==> src/hw/rtl/dd_pkg.sv <==
package dd_pkg;

	localparam int unsigned YEAR_W  = 14;
	localparam int unsigned MONTH_W = 4;
	localparam int unsigned DAY_W   = 5;
	localparam int unsigned DNUM_W  = 23;
	localparam int unsigned SPAN_W  = 22;

	localparam logic [14:0] YEAR_SHIFT = 15'd400;
	localparam logic [12:0] RECIP25    = 13'd5243;
	localparam logic [SPAN_W-1:0] SPAN_MAX = {SPAN_W{1'b1}};

	typedef enum logic [1:0] {
		ST_OK    = 2'd0,
		ST_BAD_A = 2'd1,
		ST_BAD_B = 2'd2
	} status_t;

	typedef struct packed {
		logic              ok;
		logic [DNUM_W-1:0] dnum;
	} date_res_t;

	function automatic logic [4:0] month_len(input logic [MONTH_W-1:0] m, input logic leap);
		logic [4:0] len;
		unique case (m)
			4'd1, 4'd3, 4'd5, 4'd7, 4'd8, 4'd10, 4'd12: len = 5'd31;
			4'd4, 4'd6, 4'd9, 4'd11:                     len = 5'd30;
			4'd2:                                        len = leap ? 5'd29 : 5'd28;
			default:                                     len = 5'd0;
		endcase
		return len;
	endfunction

	function automatic logic [8:0] cum_days(input logic [MONTH_W-1:0] m);
		logic [8:0] c;
		unique case (m)
			4'd2:    c = 9'd31;
			4'd3:    c = 9'd59;
			4'd4:    c = 9'd90;
			4'd5:    c = 9'd120;
			4'd6:    c = 9'd151;
			4'd7:    c = 9'd181;
			4'd8:    c = 9'd212;
			4'd9:    c = 9'd243;
			4'd10:   c = 9'd273;
			4'd11:   c = 9'd304;
			4'd12:   c = 9'd334;
			4'd13, 4'd14, 4'd15: c = 9'd365;
			default: c = 9'd0;
		endcase
		return c;
	endfunction

endpackage

==> src/hw/rtl/dd_date_unit.sv <==
module dd_date_unit (
	input  logic                       clk,
	input  logic [dd_pkg::DAY_W-1:0]   day,
	input  logic [dd_pkg::MONTH_W-1:0] month,
	input  logic [dd_pkg::YEAR_W-1:0]  year,
	output dd_pkg::date_res_t          res
);
	import dd_pkg::*;

	// stage 1: constant multiplies
	logic [14:0] ys, p;
	logic [25:0] prod_p;
	logic [26:0] prod_y;
	logic [23:0] m365;

	logic [DAY_W-1:0]   day_s1;
	logic [MONTH_W-1:0] month_s1;
	logic [YEAR_W-1:0]  year_s1;
	logic [12:0]        q4_s1;
	logic [7:0]         qp_s1;
	logic [9:0]         qy_s1;
	logic [DNUM_W-1:0]  m365_s1;

	always_comb begin
		ys     = 15'(year) + YEAR_SHIFT;
		p      = ys - 15'd1;
		prod_p = 26'(p[14:2]) * 26'(RECIP25);
		prod_y = 27'(year) * 27'(RECIP25);
		m365   = 24'(ys) * 24'd365;
	end

	always_ff @(posedge clk) begin
		day_s1   <= day;
		month_s1 <= month;
		year_s1  <= year;
		q4_s1    <= p[14:2];
		qp_s1    <= prod_p[24:17];
		qy_s1    <= prod_y[26:17];
		m365_s1  <= m365[DNUM_W-1:0];
	end

	// stage 2: leap rule, validity, year base
	logic [YEAR_W-1:0] ry;
	logic              leap;
	logic [4:0]        lim;
	logic              ok;
	logic [DNUM_W-1:0] base;

	logic              ok_s2;
	logic [DNUM_W-1:0] base_s2;
	logic [8:0]        cum_s2;
	logic              adj_s2;
	logic [DAY_W-1:0]  day_s2;

	always_comb begin
		ry   = year_s1 - (14'(qy_s1) * 14'd25);
		leap = (year_s1[1:0] == 2'd0) && ((ry != '0) || (year_s1[3:0] == 4'd0));
		lim  = month_len(month_s1, leap);
		ok   = (month_s1 >= 4'd1) && (month_s1 <= 4'd12) && (day_s1 != '0) && (day_s1 <= lim);
		base = m365_s1 + DNUM_W'(q4_s1) - DNUM_W'(qp_s1) + DNUM_W'(qp_s1[7:2]);
	end

	always_ff @(posedge clk) begin
		ok_s2   <= ok;
		base_s2 <= base;
		cum_s2  <= cum_days(month_s1);
		adj_s2  <= leap && (month_s1 > 4'd2);
		day_s2  <= day_s1;
	end

	// stage 3: day number
	date_res_t res_s3;

	always_ff @(posedge clk) begin
		res_s3.ok   <= ok_s2;
		res_s3.dnum <= base_s2 + DNUM_W'(cum_s2) + DNUM_W'(adj_s2) + DNUM_W'(day_s2);
	end

	assign res = res_s3;

endmodule

==> src/hw/rtl/date_difference_days.sv <==
// Gregorian date difference. Each request carries two dates (day, month,
// year); both are checked and, when valid, the absolute number of days
// between them appears on day_span with status 0. Status 1 flags an invalid
// first date, 2 an invalid second date, and day_span is then 0. Years are
// proleptic Gregorian, year 0 a leap year; spans beyond 22 bits saturate.
// busy is always low: a request is taken every cycle, and its result shows
// on status/day_span for exactly one cycle with done high. The receiver
// cannot stall and must take each result as it appears.
module date_difference_days (
	input  logic                       clk,
	input  logic                       arst_n,
	input  logic                       start,
	output logic                       busy,
	input  logic [dd_pkg::DAY_W-1:0]   day_a,
	input  logic [dd_pkg::MONTH_W-1:0] month_a,
	input  logic [dd_pkg::YEAR_W-1:0]  year_a,
	input  logic [dd_pkg::DAY_W-1:0]   day_b,
	input  logic [dd_pkg::MONTH_W-1:0] month_b,
	input  logic [dd_pkg::YEAR_W-1:0]  year_b,
	output logic                       done,
	output logic [1:0]                 status,
	output logic [dd_pkg::SPAN_W-1:0]  day_span
);
	import dd_pkg::*;

	logic v_s1, v_s2, v_s3, v_s4;
	date_res_t res_a, res_b;

	dd_date_unit u_date_a (
		.clk   (clk),
		.day   (day_a),
		.month (month_a),
		.year  (year_a),
		.res   (res_a)
	);

	dd_date_unit u_date_b (
		.clk   (clk),
		.day   (day_b),
		.month (month_b),
		.year  (year_b),
		.res   (res_b)
	);

	assign busy = 1'b0;

	always_ff @(posedge clk or negedge arst_n) begin
		if (!arst_n) begin
			v_s1 <= 1'b0;
			v_s2 <= 1'b0;
			v_s3 <= 1'b0;
			v_s4 <= 1'b0;
		end else begin
			v_s1 <= start && !busy;
			v_s2 <= v_s1;
			v_s3 <= v_s2;
			v_s4 <= v_s3;
		end
	end

	// stage 4: absolute difference, saturate, status
	logic [DNUM_W-1:0] diff;
	logic [SPAN_W-1:0] span;
	status_t           st;

	status_t           status_s4;
	logic [SPAN_W-1:0] span_s4;

	always_comb begin
		diff = (res_a.dnum >= res_b.dnum) ? (res_a.dnum - res_b.dnum)
		                                  : (res_b.dnum - res_a.dnum);
		span = (diff > DNUM_W'(SPAN_MAX)) ? SPAN_MAX : diff[SPAN_W-1:0];
		priority if (!res_a.ok) begin
			st = ST_BAD_A;
		end else if (!res_b.ok) begin
			st = ST_BAD_B;
		end else begin
			st = ST_OK;
		end
	end

	always_ff @(posedge clk) begin
		status_s4 <= st;
		span_s4   <= (st == ST_OK) ? span : '0;
	end

	assign done     = v_s4;
	assign status   = status_s4;
	assign day_span = span_s4;

	a_lat: assert property (@(posedge clk) disable iff (!arst_n)
		(start && !busy) |-> ##4 done)
		else $error("result missing four cycles after request");

	a_zero_span: assert property (@(posedge clk) disable iff (!arst_n)
		(done && (status != ST_OK)) |-> (day_span == '0))
		else $error("nonzero span with failing status");

	a_day0: assert property (@(posedge clk) disable iff (!arst_n)
		(start && !busy && (day_a == '0)) |-> ##4 (status == ST_BAD_A))
		else $error("day zero in first date not flagged");

endmodule

==> config.mk <==
export PLATFORM = sky130hd
export DESIGN_NAME = date_difference_days
export DESIGN_NICKNAME = d
export VERILOG_FILES = /design/src/hw/rtl/dd_pkg.sv /design/src/hw/rtl/dd_date_unit.sv /design/src/hw/rtl/date_difference_days.sv
export SDC_FILE = /design/constraint.sdc
export NUM_CORES = 2
export LEC_CHECK = 0
export ABC_CLOCK_PERIOD_IN_PS = 5900
export BUFFER_PORTS_ARGS = -buffer_cell sky130_fd_sc_hd__buf_4
export CAP_MARGIN = 20
export CORE_UTILIZATION = 45
export DETAILED_ROUTE_END_ITERATION = 8
export GPL_TIMING_DRIVEN = 0
export PLACE_DENSITY = 0.63
export SLEW_MARGIN = 20
export SYNTH_ARGS = -nofsm -noshare
export SYNTH_HDL_FRONTEND = slang
export SYNTH_HIERARCHICAL = 1
export SYNTH_SLANG_ARGS = --single-unit
==> constraint.sdc <==
create_clock -name clk -period 5.9 [get_ports clk]
set_input_delay 0 -clock clk [delete_from_list [all_inputs] [get_ports clk]]
set_output_delay 0 -clock clk [all_outputs]
set_load 0.005 [all_outputs]
==> impl_metrics.toml <==
[floorplanning]
initial_core_util_pct = 45.6
die_h_um = 285
core_area_um2 = 79100
ios = 75
row_count = 103
dieArea_um2 = 81200
die_width_um = 285

[place]
placedCellCount = 4887
portBuffers = 73
dp_hpwl_mm = 61.7
gp_congestion = 0.882
place_area_um2 = 38000
place_ws_ns = -1.33

[synthesis]
yosysUniqueCellTypes = 95
ys.flop_type = "dfxtp_1"
async_reset_ff_share_pct = 1.32
synth_largest_area_cell = "ha_1"
synth.most_common_cell = "inv_1"
ys_ff_latch = 304
synth_commonest_cells = "919 x inv_1, 757 x ha_1, 404 x fa_1, 300 x dfxtp_1, 175 x a21oi_1"
synth_edf_count = 0
netlist_instances = 3763
synth_top_area_share_pct = 26.3
synthTopCellsByArea = "ha_1 26%, fa_1 22%, dfxtp_1 17%"
synth_fp_nets = 4973
yosys_warnings = 6
syn_area_um2 = 36000
avgSynthCellArea_um2 = 9.58
ys_seq_area_share_pct = 16.9

[worst_setup_path]
cp_data_arrival_time_ns = 6.19
start_kind = "input port"
critPathMaxFanout = 7
setup.worst_path.class = "in -> reg"
end_kind = "flop"
required_ns = 6.34

[sta]
timing.final.ws_setup_ns = 0.150
period_minus_slack_ns = 5.75
min_period_over_period_pct = 97.5
rsz0062_at_grt = "true"
max_freq_ghz = 0.174
tightest_slew_ns = 1.03
drv_slew = 0
hold_ws_ns = -0.0222
hold_violations = 1
setup_viol = 0
slew_headroom_pct = 30.6
fin_skew_ns = 0.0193

[clocking]
cts_tree = "built"
h-tree-depth = 2
cts_root_buf = "clkbuf_16"
cts_sinks = 304
path_clk_slew_ns = 0.06
numCtsBuffers = 38
worstSkewPairLatency_ns = 0.58
ctsLongestPathBuffers = 3

[routing]
routed_wl_mm = 73.7
wire_per_inst_um = 14.6
drtIter0Drc = 983
ant_nets = 0
via_count = 24800
drc = 0
vias_per_cell = 4.90
dr.pass1.iters = 5

[global_route]
grt_max_degree = 14
antenna_found_initial = 1
grt_pass1_wl_mm = 124
grt_usage_pct = 18.6
grt_pass1_vias = 25200
globalRouteOverflowTotal = 0

[job]
cap_violations = 0

[min_path]
hp-class = "in -> reg"

[cells_and_area]
syn2layout_area_growth_pct = 13.3
layout.nets = 5191
drive_above_1_share_pct = 8.49
final_cell_area_um2 = 40900
layout.cells.non_filler = 5057
nFillCells = 7274

[outcome]
violations = "negative hold slack"
status = "finished, violations left"
==> critical path, cell delays in order <==
cell and delay (ns):
buf_6 0.13, clkinvlp_4 0.13, ha_1 0.22, a21boi_2 0.21, nand2_2 0.10, or3_4 0.41, nor3_4 0.20, nor3b_4 0.25
and3_4 0.25, xnor2_4 0.17, inv_4 0.10, ha_4 0.24, fa_2 0.54, fa_1 0.44, fa_1 0.55, inv_1 0.05
fa_1 0.47, inv_1 0.04, ha_1 0.30, and3_1 0.19, nand3_1 0.08, o211ai_1 0.09, buf_4 0.15, o41ai_2 0.19
buf_4 0.17, o211ai_1 0.12, nor2_1 0.15, xnor3_1 0.24
==> worst paths after layout <==
path | cells past startpoint | startpoint | slack, ns | endpoint
max in group asynchronous | 3 | arst_n | 5.39 | v_s2
worst max-delay path | 28 | year_b[1] | 0.15 | u_date_b/qp_s1[7]
worst min-delay path | 2 | year_a[6] | -0.02 | u_date_a/q4_s1[4]
worst min register to register | 0 | u_date_a/ok_s2 | 0.33 | u_date_a/res[23]
worst max register to register | 19 | u_date_b/qy_s1[5] | 0.37 | u_date_b/ok_s2
min in group asynchronous | 3 | arst_n | 0.34 | done
==> metal layers <==
layer / vias to the layer above / wire length, um / track usage [%]
li1: 12600 / - / -
met1: 11700 / 35300 / 25.4
met2: 336 / 34200 / 31.5
met3: 84 / 2810 / 2.70
met4: 0 / 1380 / 3.69
met5: - / 0 / 0
==> repair_timing <==
action	CTS	global route
hold buffers	49	1
gates cloned	0	0
hold endpoints to repair	57	1
pin swaps	8	32
setup endpoints to repair	16	12
setup buffers	19	35
gates resized for setup	30	75
==> final cells by class <==
cell class                 instances  area (um2)  share of cell area, %
inverter                         922        3500                   8.57
tap                             1050        1310                   3.22
clock inverter                    19         171                  0.420
buffer                            30         163                  0.398
antenna                            1        2.50                0.00612
sequential                       304        6110                   14.9
multi-input combinational       2507       27000                   66.2
timing repair buffer             178        1530                   3.74
clock buffer                      46        1040                   2.55
==> metrics by stage <==
step           setup TNS, ns  utilization, %
6_report                   0            51.6
3_5_place_dp          -15.23            48.1
4_1_cts                    0            50.7
2_1_floorplan              0               -
3_3_place_gp          -15.23            48.0
5_1_grt               -0.269            51.6
==> state kept, by name, indices dropped and copies added, names as in the netlist, 9 cells and up <==
signal	count
u_date_a/qy_s1	10
u_date_b/qy_s1	10
u_date_b/base_s2	23
u_date_b/res	24
u_date_a/year_s1	12
day_span	22
u_date_a/m365_s1	23
u_date_b/cum_s2	9
u_date_a/cum_s2	9
u_date_a/res	24
u_date_a/base_s2	23
u_date_b/m365_s1	23
u_date_a/q4_s1	13
u_date_b/year_s1	12
u_date_b/q4_s1	13
==> cell usage in the layout, fill, tap and decap left out, drive strengths merged, types with 16 or more instances in the layout <==
cell type / instances
inv: 917
ha: 757
fa: 404
dfxtp: 300
a21oi: 178
xnor2: 161
nor2: 145
buf: 142
nand2: 111
o21ai: 97
xor2: 71
clkbuf: 62
nand3: 61
nor3: 55
dlygate4sd3: 50
a21o: 46
o21a: 29
and3: 29
a211oi: 28
mux2i: 28
nor2b: 25
nand2b: 20
a31oi: 20
and2: 16
==> kinds of logic after synthesis <==
group                      after synthesis  synth area share, %
muxes                                   37                 1.16
buffers and inverters                  952                 10.1
xor gates and xnor gates               234                 5.93
DFF                                    304                 16.9
and+or+nand+nor                        526                 7.22
adders and majority gates             1161                 48.7
AOI/OAI and AO/OA                      548                 9.97
other                                    1               0.0104
Power is left out: the tool's default activity adds up to more than one toggle a clock period on the data nets, which glitch-free logic cannot reach.
